`src/hw/rtl/bmhq_pkg.sv`:
```
`timescale 1ns / 1ps
// ----------------------------------------------------------------------------
// bmhq_pkg
// Shared types and codes for the binary min-heap priority queue.
// ----------------------------------------------------------------------------
package bmhq_pkg;

    localparam int VALUE_W = 32;
    localparam int COUNT_W = 11;

    typedef logic [1:0] t_mode;
    localparam t_mode MODE_PUSH   = 2'd0;
    localparam t_mode MODE_POP    = 2'd1;
    localparam t_mode MODE_REMOVE = 2'd2;

    typedef logic [1:0] t_status;
    localparam t_status STAT_OK        = 2'd0;
    localparam t_status STAT_EMPTY     = 2'd1;
    localparam t_status STAT_NOT_FOUND = 2'd2;
    localparam t_status STAT_FULL      = 2'd3;

    typedef struct packed {
        t_mode                      mode;
        logic signed [VALUE_W-1:0]  value;
    } t_in;

    typedef struct packed {
        t_status                    status;
        logic [COUNT_W-1:0]         entry_count;
        logic signed [VALUE_W-1:0]  minimum;
        logic                       is_empty;
    } t_out;

endpackage

```
`src/hw/rtl/bmhq_out_slot.sv`:
```
`timescale 1ns / 1ps
// ----------------------------------------------------------------------------
// bmhq_out_slot
// Result register: holds one finished result until the downstream transfer.
// ----------------------------------------------------------------------------
module bmhq_out_slot (
    input  logic             i_clk,
    input  logic             i_rst_n,
    input  logic             i_load,
    input  bmhq_pkg::t_out   i_data,
    output logic             o_free,
    output logic             o_valid,
    input  logic             i_stall,
    output bmhq_pkg::t_out   o_data
);
    import bmhq_pkg::*;

    logic r_vld;
    t_out r_data;

    // slot can take a new result when empty or emptying this cycle
    assign o_free  = !r_vld || !i_stall;
    assign o_valid = r_vld;
    assign o_data  = r_data;

    always_ff @(posedge i_clk) begin
        if (!i_rst_n) begin
            r_vld <= 1'b0;
        end else if (i_load && o_free) begin
            r_vld <= 1'b1;
        end else if (!i_stall) begin
            r_vld <= 1'b0;
        end
    end

    always_ff @(posedge i_clk) begin
        if (i_load && o_free) begin
            r_data <= i_data;
        end
    end

endmodule
```
`config.mk`:
```
export PLATFORM = sky130hd
export DESIGN_NAME = bmhq_out_slot
export DESIGN_NICKNAME = d
export VERILOG_FILES = /design/src/hw/rtl/bmhq_pkg.sv /design/src/hw/rtl/bmhq_out_slot.sv
export SDC_FILE = /design/constraint.sdc
export NUM_CORES = 1
export LEC_CHECK = 0
export BUFFER_PORTS_ARGS = -buffer_cell sky130_fd_sc_hd__buf_2
export CAP_MARGIN = 20
export CELL_PAD_IN_SITES_DETAIL_PLACEMENT = 1
export CELL_PAD_IN_SITES_GLOBAL_PLACEMENT = 1
export CORE_MARGIN = 4
export CORE_UTILIZATION = 34
export DETAILED_ROUTE_END_ITERATION = 8
export GPL_TIMING_DRIVEN = 1
export PLACE_DENSITY = 0.91
export SYNTH_ARGS = -nofsm -noshare
export SYNTH_HDL_FRONTEND = slang
export SYNTH_SLANG_ARGS = --single-unit
```
`constraint.sdc`:
```
create_clock -name i_clk -period 4.6 [get_ports i_clk]
set_input_delay 0.46 -clock i_clk [delete_from_list [all_inputs] [get_ports i_clk]]
set_output_delay 0.46 -clock i_clk [all_outputs]
set_load 0.01 [all_outputs]
```
# --- Word-level counts from Yosys, hierarchy flattened ---
# Index checks and enable logic that the tools add are counted.
classes:
  muxes: 2
  shift: 0
  addsub: 0
  n_reduce_logical: 4
  n_lt_le_gt_ge: 0
  n_div: 0
  n_eq_ne: 1
  bitwise_logic: 0
  n_mul: 0
op_table:
  columns: ["operator", "n"]
  rows:
  - ["$logic_not 1->1", 2]
  - ["$mux 1", 2]
  - ["$ne 2x1->1 const B", 1]
  - ["$logic_and 1x1->1", 1]
  - ["$logic_or 1x1->1", 1]
totals:
  memories: 0
  ram_bits: 0
  out_inout_bits: 48
  latch_bits: 0
  mem_bits_ro: 0
  reg_bits: 47
  word_cells: 12

# --- Longest topological paths before layout ---
# Gate-level depths: netlist of run 1.
logic_depth:
  ltp_word: 4
  ltp_mapped: 2

# --- Worst setup path after synthesis of run 1 ---
# No wires, ideal clock.
synth_path:
  path_type: "input port to flip-flop"
  startpoint: "input port i_stall"
  endpoint: "register r_data (netlist bit o_data[0]), enable pin"
  arrival_ns: 1.710
  t_required_ns: 4.192
  stages: 2
  slack_ns: 2.482
  cell_sequence: "nand2_1 > and2_1"
synth_via:
  elab_chain_cells: 3
synth_lines:
  columns: ["item", "line_no", "source"]
  rows:
  - ["start, declared", "bmhq_out_slot.sv:13", "input logic i_stall,"]
  - ["$logic_not 1->1", null, null]
  - ["$logic_or 1x1->1", "bmhq_out_slot.sv:22", "assign o_free = !r_vld || !i_stall;"]
  - ["$logic_and 1x1->1", "bmhq_out_slot.sv:37", "if (i_load && o_free) begin"]
  - ["end signal, assigned", "bmhq_out_slot.sv:38", "r_data <= i_data;"]
  - ["end, declared", "bmhq_out_slot.sv:19", "t_out r_data;"]
# Every way passes these cells.
# A chain may end at the register's enable or synchronous reset.

# --- Worst setup path in the final report of run 1 ---
layout_path:
  startpoint: "register r_vld, in the netlist o_valid"
  endpoint: "register r_data (netlist bit o_data[40]), enable pin"
layout_via:
  elab_chain_cells: 3
layout_lines:
  columns: ["item", "line_no", "source"]
  rows:
  - ["start, declared", "bmhq_out_slot.sv:18", "logic r_vld;"]
  - ["start signal, assigned", "bmhq_out_slot.sv:28", "r_vld <= 1'b0;"]
  - ["start signal, assigned", "bmhq_out_slot.sv:30", "r_vld <= 1'b1;"]
  - ["start signal, assigned", "bmhq_out_slot.sv:32", "r_vld <= 1'b0;"]
  - ["$logic_not 1->1", "bmhq_out_slot.sv:22", null]
  - ["$logic_or 1x1->1", "bmhq_out_slot.sv:22", null]
  - ["$logic_and 1x1->1", "bmhq_out_slot.sv:37", null]
# Every way passes these cells.

==> impl_results.html, run 1 <==
<table>
<tr><th>Metric</th><th>Value</th></tr>
<tr><th colspan="2">Job</th></tr>
<tr><td>Reported max-cap violation count</td><td>0</td></tr>
<tr><th colspan="2">Cells and area</th></tr>
<tr><td>Net count, final</td><td>205</td></tr>
<tr><td>Signed area change from the synthesized netlist to the final layout</td><td>44.3%</td></tr>
<tr><td>Inserted Diodes</td><td>0</td></tr>
<tr><td>Ratio of cells with drive above 1 in the final layout</td><td>0.667</td></tr>
<tr><td>Final standard cell count with taps included and fillers excluded</td><td>206</td></tr>
<tr><td>Post-layout utilization of the core</td><td>0.510</td></tr>
<tr><th colspan="2">Clock network</th></tr>
<tr><td>Clock transition at the registers of the reported paths</td><td>80 ps</td></tr>
<tr><td>Clk Tree Root Cell</td><td>sky130_fd_sc_hd__clkbuf_8</td></tr>
<tr><td>Count of instances resized after the clock tree is built</td><td>0</td></tr>
<tr><td>Post-CTS Repair Setup Buffers</td><td>0</td></tr>
<tr><td>Number of CTS-inserted buffers</td><td>5</td></tr>
<tr><td>Bufs on Longest Clock Path</td><td>2</td></tr>
<tr><td>Sinks on the clock net</td><td>47</td></tr>
<tr><td>Clock tree from TritonCTS</td><td>yes</td></tr>
<tr><td>Hold buffer count at CTS</td><td>0</td></tr>
<tr><td>Level count of the clock H-tree</td><td>2</td></tr>
<tr><td>Clk_lat worst skew</td><td>290 ps</td></tr>
<tr><th colspan="2">Floorplanning</th></tr>
<tr><td>Top-Level Pins</td><td>98</td></tr>
<tr><td>Core area</td><td>0.00403 mm²</td></tr>
<tr><td>Standard-cell row count</td><td>23</td></tr>
<tr><td>Die Ht</td><td>72.7 µm</td></tr>
<tr><td>Starting Density</td><td>0.353</td></tr>
<tr><td>Overall die width</td><td>72.7 µm</td></tr>
<tr><td>Floorplan die area</td><td>0.00528 mm²</td></tr>
<tr><th colspan="2">Global route</th></tr>
<tr><td>Remaining Overflow, GRT</td><td>0</td></tr>
<tr><td>Maximum number of pins on one net before global-route repair</td><td>47</td></tr>
<tr><td>GRT Util Overall</td><td>0.133</td></tr>
<tr><td>Number of antenna violations at the first check in global routing</td><td>0</td></tr>
<tr><td>Via count of the first global-routing pass</td><td>1005</td></tr>
<tr><td>First-pass GRT wire length</td><td>5.13 mm</td></tr>
<tr><th colspan="2">Placement</th></tr>
<tr><td>Placer Congestion</td><td>0.688</td></tr>
<tr><td>Cell total after placement</td><td>198</td></tr>
<tr><td>I/O Buffers</td><td>97</td></tr>
<tr><th colspan="2">Drt</th></tr>
<tr><td>DRC violations left</td><td>0</td></tr>
<tr><td>Number of vias per cell</td><td>4.32</td></tr>
<tr><td>DR WL/cell</td><td>16.4 µm</td></tr>
<tr><td>Via count</td><td>890</td></tr>
<tr><td>Total detailed-routing wirelength</td><td>3.38 mm</td></tr>
<tr><td>1st-pass router iterations</td><td>2</td></tr>
<tr><td>DRT antenna net count</td><td>0</td></tr>
<tr><td>Iteration-0 DRC count of the detailed router</td><td>49</td></tr>
<tr><th colspan="2">Yosys</th></tr>
<tr><td>Synth area leader</td><td>sky130_fd_sc_hd__edfxtp_1</td></tr>
<tr><td>Area contributors post-synth</td><td>sky130_fd_sc_hd__edfxtp_1, sky130_fd_sc_hd__dfxtp_1, sky130_fd_sc_hd__and2_1, sky130_fd_sc_hd__nor2b_1, sky130_fd_sc_hd__a21oi_1</td></tr>
<tr><td>Top-area cell type share of the netlist area</td><td>0.971</td></tr>
<tr><td>Async set-or-reset flop fraction in the synthesized netlist</td><td>0</td></tr>
<tr><td>Post-synthesis sequential area ratio</td><td>0.985</td></tr>
<tr><td>Synthesized Nets</td><td>101</td></tr>
<tr><td>Number of warning messages in the yosys log</td><td>0</td></tr>
<tr><td>Mapped Avg Cell Area</td><td>27.9 µm²</td></tr>
<tr><td>Number of enable flip-flop cells after synthesis</td><td>46</td></tr>
<tr><td>Cells after synthesis</td><td>51</td></tr>
<tr><td>Number of unique standard cell types used by synthesis</td><td>6</td></tr>
<tr><td>Count leader, synth</td><td>sky130_fd_sc_hd__edfxtp_1</td></tr>
<tr><td>Register bit count reported by yosys</td><td>47</td></tr>
<tr><td>Post-Syn Area</td><td>0.00142 mm²</td></tr>
<tr><td>Top flip-flop cell by instance count after synthesis</td><td>sky130_fd_sc_hd__edfxtp_1</td></tr>
<tr><th colspan="2">Critical path</th></tr>
<tr><td>Kind of critical path</td><td>reg2reg</td></tr>
<tr><td>Crit. Startpoint</td><td>o_valid$_SDFFE_PN0P_</td></tr>
<tr><td>Highest-delay cell along the critical path</td><td>sky130_fd_sc_hd__and2_2</td></tr>
<tr><td>Kind of end point of the critical path</td><td>register</td></tr>
<tr><td>Reg2Reg Launch Point</td><td>o_valid$_SDFFE_PN0P_</td></tr>
<tr><td>CP Data Required Time</td><td>4510 ps</td></tr>
<tr><td>CP Cell Sequence</td><td>nand2_1, and2_2</td></tr>
<tr><td>Kind of start point of the critical path</td><td>register</td></tr>
<tr><td>Critical path arrival</td><td>1530 ps</td></tr>
<tr><td>Delay contributed by the slowest stage of the critical path</td><td>830 ps</td></tr>
<tr><td>Maximum fanout count along the critical path</td><td>46</td></tr>
<tr><td>Reg2reg setup slack</td><td>2980 ps</td></tr>
<tr><th colspan="2">Timing</th></tr>
<tr><td>Sum Neg Setup Slack</td><td>0 ps</td></tr>
<tr><td>Fin crit share</td><td>0.351</td></tr>
<tr><td>Final hold viol count</td><td>0</td></tr>
<tr><td>Final worst hold slack</td><td>341 ps</td></tr>
<tr><td>Relative slew slack</td><td>0.314</td></tr>
<tr><td>Setup violation total in the final timing report</td><td>0</td></tr>
<tr><td>Fmax achieved</td><td>619 MHz</td></tr>
<tr><td>Actual slew at the worst max-slew pin</td><td>1030 ps</td></tr>
<tr><td>Min Tclk post-route</td><td>1620 ps</td></tr>
<tr><td>Total count of max-transition violations in the final report</td><td>0</td></tr>
<tr><td>Unrepaired setup endpoints after global routing</td><td>false</td></tr>
<tr><td>Final worst clock skew</td><td>3.65 ps</td></tr>
<tr><th colspan="2">Power</th></tr>
<tr><td>Areal power density over the cells</td><td>392 mW/mm²</td></tr>
<tr><td>Leakage dissipation</td><td>0.885 nW</td></tr>
<tr><td>VDD IR-drop max</td><td>221 µV</td></tr>
<tr><th colspan="2">Worst hold path</th></tr>
<tr><td>Worst min-delay path class</td><td>in2reg</td></tr>
<tr><td>Startpoint of the worst hold path</td><td>i_data[41]</td></tr>
<tr><th colspan="2">Status</th></tr>
<tr><td>Status</td><td>completed</td></tr>
</table>
[stage by stage]
| step | instance area (µm²) | total power, mW | setup slack, ps |
|---|---|---|---|
| 2_1_floorplan | 1420 | 0.539 | 2480 |
| 3_3_place_gp | 1970 | 0.581 | 2770 |
| 3_5_place_dp | 1970 | 0.586 | 2700 |
| 4_1_cts | 2050 | 0.816 | 2950 |
| 5_1_grt | 2050 | 0.844 | 2860 |
| 6_report | 2050 | 0.805 | 2980 |
[kinds of logic after synthesis]
logic type,Yosys count,share of synthesized area
AOI/OAI and AO/OA,1,0.00351
DFF,47,0.985
and+or+nand+nor,3,0.0114
[routing by layer]
metal	vias up	global-route usage	wire length, µm
met1	416	0.122	1060
met3	4	0.0744	424
met2	63	0.246	1870
met4	0	0.0430	28
met5	-	0	0
li1	407	-	-
[cells in the final DEF (no fill, tap or decap)]
cell type                   n
sky130_fd_sc_hd__clkbuf_1   2
sky130_fd_sc_hd__nor2b_1    1
sky130_fd_sc_hd__and2_2     1
sky130_fd_sc_hd__clkbuf_8   5
sky130_fd_sc_hd__buf_2     97
sky130_fd_sc_hd__nand2_1    1
sky130_fd_sc_hd__a21oi_1    1
sky130_fd_sc_hd__dfxtp_1    1
sky130_fd_sc_hd__edfxtp_1  46
sky130_fd_sc_hd__clkinv_2   1
[area by class of cell]
type / instances / area, µm²
fill: 422 / 1980
tap: 50 / 62.6
clock buffer: 7 / 76.3
timing repair buffer: 97 / 485
sequential: 47 / 1400
multi-input combinational: 4 / 22.5
clock inverter: 1 / 5.00
[critical path, delay by kind of cell (launching register included)]
kind / cells / cell delay [ps]
AND/OR/NAND/NOR: 2 / 900
flip-flops: 1 / 330
[worst paths after layout]
kind,cells past startpoint,end
setup / recovery,2,o_data[40]$_DFFE_PP_
hold / removal,1,o_data[41]$_DFFE_PP_
setup reg to reg,2,o_data[40]$_DFFE_PP_
hold reg to reg,2,o_valid$_SDFFE_PN0P_
[power breakdown]
group,total [mW],internal (mW),switching [mW]
Sequential,0.506,0.500,0.00598
Combinational,0.0685,0.0307,0.0378
Clock,0.231,0.107,0.124
[sequential cells by signal, indices dropped and copies added (netlist names)]
signal and flops:
o_data 46, o_valid 1
(Power assumes the default switching activity.)
==> run 2: changes to the inputs <==
CORE_UTILIZATION = 28   (was 34)
PLACE_DENSITY = 0.81   (was 0.91)
clock period = 1.3 ns   (was 4.6 ns; I/O delays follow)
==> run 2 against run 1 <==
  * Sequential power rose to 3.5 times the previous value
  * Hold slack got worse by 330 ps
  * Flip-flop and latch count is the same
  * Clock-buffer cell count decreased by 1
  * Sequential share of layout area down 6.4 points
  * Worst setup slack worse by 2700 ps
  * Global-route usage shrank 2.5 points
  * Critical endpoint is now o_data[11]$_DFFE_PP_
==> impl_results.html, run 2 (synthesis gave the netlist of run 1 again) <==
<table>
<tr><th>Metric</th><th>Value</th></tr>
<tr><th colspan="2">Critical path</th></tr>
<tr><td>Reg2Reg Launch Point</td><td>o_valid$_SDFFE_PN0P_</td></tr>
<tr><td>Worst reg2reg path depth</td><td>3</td></tr>
<tr><td>Highest-delay cell along the critical path</td><td>sky130_fd_sc_hd__dfxtp_1</td></tr>
<tr><td>Maximum fanout count along the critical path</td><td>25</td></tr>
<tr><td>Kind of start point of the critical path</td><td>register</td></tr>
<tr><td>CP Data Required Time</td><td>1290 ps</td></tr>
<tr><td>CP Cell Sequence</td><td>nand2_1, and2_4, buf_12</td></tr>
<tr><td>Crit. Startpoint</td><td>o_valid$_SDFFE_PN0P_</td></tr>
<tr><td>Kind of end point of the critical path</td><td>register</td></tr>
<tr><td>Critical path arrival</td><td>1050 ps</td></tr>
<tr><td>Kind of critical path</td><td>reg2reg</td></tr>
<tr><td>Reg2reg setup slack</td><td>240 ps</td></tr>
<tr><td>Endpoint of the worst-slack reg-to-reg timing path</td><td>o_data[11]$_DFFE_PP_</td></tr>
<tr><td>Delay contributed by the slowest stage of the critical path</td><td>320 ps</td></tr>
<tr><th colspan="2">Clock network</th></tr>
<tr><td>Clock transition at the registers of the reported paths</td><td>80 ps</td></tr>
<tr><td>Bufs on Longest Clock Path</td><td>2</td></tr>
<tr><td>Level count of the clock H-tree</td><td>2</td></tr>
<tr><td>Clk_lat worst skew</td><td>280 ps</td></tr>
<tr><td>Clk Tree Root Cell</td><td>sky130_fd_sc_hd__clkbuf_8</td></tr>
<tr><td>Clock tree from TritonCTS</td><td>yes</td></tr>
<tr><td>Sinks on the clock net</td><td>47</td></tr>
<tr><td>Post-CTS Repair Setup Buffers</td><td>0</td></tr>
<tr><td>Number of CTS-inserted buffers</td><td>5</td></tr>
<tr><td>Count of instances resized after the clock tree is built</td><td>0</td></tr>
<tr><th colspan="2">Drt</th></tr>
<tr><td>Iteration-0 DRC count of the detailed router</td><td>25</td></tr>
<tr><td>DR WL/cell</td><td>14.8 µm</td></tr>
<tr><td>DRC violations left</td><td>0</td></tr>
<tr><td>Via count</td><td>958</td></tr>
<tr><td>Number of vias per cell</td><td>3.99</td></tr>
<tr><td>Total detailed-routing wirelength</td><td>3.55 mm</td></tr>
<tr><td>1st-pass router iterations</td><td>4</td></tr>
<tr><td>DRT antenna net count</td><td>0</td></tr>
<tr><th colspan="2">Timing</th></tr>
<tr><td>Min Tclk post-route</td><td>1060 ps</td></tr>
<tr><td>Relative slew slack</td><td>0.907</td></tr>
<tr><td>Final worst clock skew</td><td>3.02 ps</td></tr>
<tr><td>Unrepaired setup endpoints after global routing</td><td>false</td></tr>
<tr><td>Fmax achieved</td><td>943 MHz</td></tr>
<tr><td>Total count of max-transition violations in the final report</td><td>0</td></tr>
<tr><td>Final hold viol count</td><td>0</td></tr>
<tr><td>Sum Neg Setup Slack</td><td>0 ps</td></tr>
<tr><td>Setup violation total in the final timing report</td><td>0</td></tr>
<tr><td>Actual slew at the worst max-slew pin</td><td>139 ps</td></tr>
<tr><td>Final worst slack</td><td>240 ps</td></tr>
<tr><td>Fin crit share</td><td>0.816</td></tr>
<tr><th colspan="2">Placement</th></tr>
<tr><td>Placer Congestion</td><td>0.602</td></tr>
<tr><td>I/O Buffers</td><td>97</td></tr>
<tr><td>Placement-stage worst setup slack</td><td>240 ps</td></tr>
<tr><td>Half-perimeter wire length of the detailed placement result</td><td>2.72 mm</td></tr>
<tr><th colspan="2">Floorplanning</th></tr>
<tr><td>Die Ht</td><td>79.3 µm</td></tr>
<tr><td>Core area</td><td>0.00482 mm²</td></tr>
<tr><td>Standard-cell row count</td><td>25</td></tr>
<tr><td>Floorplan die area</td><td>0.00629 mm²</td></tr>
<tr><td>Starting Density</td><td>0.295</td></tr>
<tr><td>Overall die width</td><td>79.3 µm</td></tr>
<tr><td>Top-Level Pins</td><td>98</td></tr>
<tr><th colspan="2">Global route</th></tr>
<tr><td>Met1 GRT Util</td><td>0.105</td></tr>
<tr><td>Via count of the first global-routing pass</td><td>1014</td></tr>
<tr><td>GR met2 Demand/Resource</td><td>0.197</td></tr>
<tr><td>Layer with the highest usage</td><td>met2</td></tr>
<tr><td>Met3 track demand over resource</td><td>0.0510</td></tr>
<tr><td>First-pass GRT wire length</td><td>4.98 mm</td></tr>
<tr><td>Remaining Overflow, GRT</td><td>0</td></tr>
<tr><td>Maximum number of pins on one net before global-route repair</td><td>26</td></tr>
<tr><td>GRT Util Overall</td><td>0.108</td></tr>
<tr><td>Number of antenna violations at the first check in global routing</td><td>0</td></tr>
<tr><th colspan="2">Worst hold path</th></tr>
<tr><td>Worst min-delay path class</td><td>in2reg</td></tr>
<tr><td>Startpoint of the worst hold path</td><td>i_data[5]</td></tr>
<tr><td>Hold path depth</td><td>1</td></tr>
<tr><td>Endpoint, Worst Hold</td><td>o_data[5]$_DFFE_PP_</td></tr>
<tr><th colspan="2">Power</th></tr>
<tr><td>VDD IR-drop max</td><td>539 µV</td></tr>
<tr><td>Leakage dissipation</td><td>0.966 nW</td></tr>
<tr><td>Areal power density over the cells</td><td>1270 mW/mm²</td></tr>
<tr><th colspan="2">Cells and area</th></tr>
<tr><td>Inserted Diodes</td><td>0</td></tr>
<tr><td>Signed area change from the synthesized netlist to the final layout</td><td>59.2%</td></tr>
<tr><td>Ratio of cells with drive above 1 in the final layout</td><td>0.607</td></tr>
<tr><td>Most common library cell in the layout ignoring fill and taps</td><td>sky130_fd_sc_hd__buf_2</td></tr>
<tr><td>Net count, final</td><td>222</td></tr>
<tr><td>Number of flip-flops under the largest register name</td><td>46</td></tr>
<tr><td>Highest-count cells in the layout ignoring fill and taps</td><td>sky130_fd_sc_hd__buf_2, sky130_fd_sc_hd__edfxtp_1, sky130_fd_sc_hd__dlygate4sd3_1</td></tr>
<tr><th colspan="2">Status</th></tr>
<tr><td>Status</td><td>completed</td></tr>
<tr><th colspan="2">Job</th></tr>
<tr><td>Reported max-cap violation count</td><td>0</td></tr>
</table>
[run 2: timing repair]
item | CTS | global route
endpoints found under the setup margin | 0 | 0
hold endpoints to repair | 1 | 14
hold buffers | 1 | 14
[run 2: layout make-up]
type                       instances  area, µm²
fill                             516       2550
sequential                        47       1400
timing repair buffer             114        676
tap                               67       83.8
clock buffer                       6       72.6
multi-input combinational          4       23.8
clock inverter                     2       7.51
[run 2: critical path: cells and delay by family, from the launching register on]
| family | cells | cell delay (ps) |
|---|---|---|
| flip-flops | 1 | 320 |
| buffers and inverters | 1 | 180 |
| AND/OR/NAND/NOR | 2 | 260 |
[run 2: report_power, final]
group | internal, mW | switching [mW]
logic | 0.155 | 0.145
clock network | 0.367 | 0.429
registers | 1.77 | 0.0207
[run 2: layer usage]
layer	share of wire	routed length [µm]
met1	0.34	1220
met2	0.56	1970
met3	0.091	324
met4	0.0087	31
met5	0	0
[run 2: stage by stage]
| stage | hold WS, ps | instance area [µm²] | power [mW] | std cells | utilization |
|---|---|---|---|---|---|
| after floorplan | 229 | 1430 | 1.90 | 51 | - |
| after global placement | 306 | 2030 | 2.08 | 217 | 0.422 |
| after detailed placement | 309 | 2030 | 2.10 | 217 | 0.422 |
| after CTS | 0.764 | 2120 | 2.90 | 226 | 0.441 |
| after global routing | 1.57 | 2260 | 3.03 | 240 | 0.470 |
| final | 14.9 | 2260 | 2.88 | 240 | 0.470 |
[run 2: worst max-delay path by stage]
stage	endpoint	slack [ps]	cells past startpoint
after global routing	o_data[26]$_DFFE_PP_	200	3
final	o_data[11]$_DFFE_PP_	240	3
after floorplan	o_data[0]$_DFFE_PP_	30	2
after detailed placement	o_data[11]$_DFFE_PP_	240	3
after CTS	o_data[1]$_DFFE_PP_	230	3
after global placement	o_data[6]$_DFFE_PP_	280	3
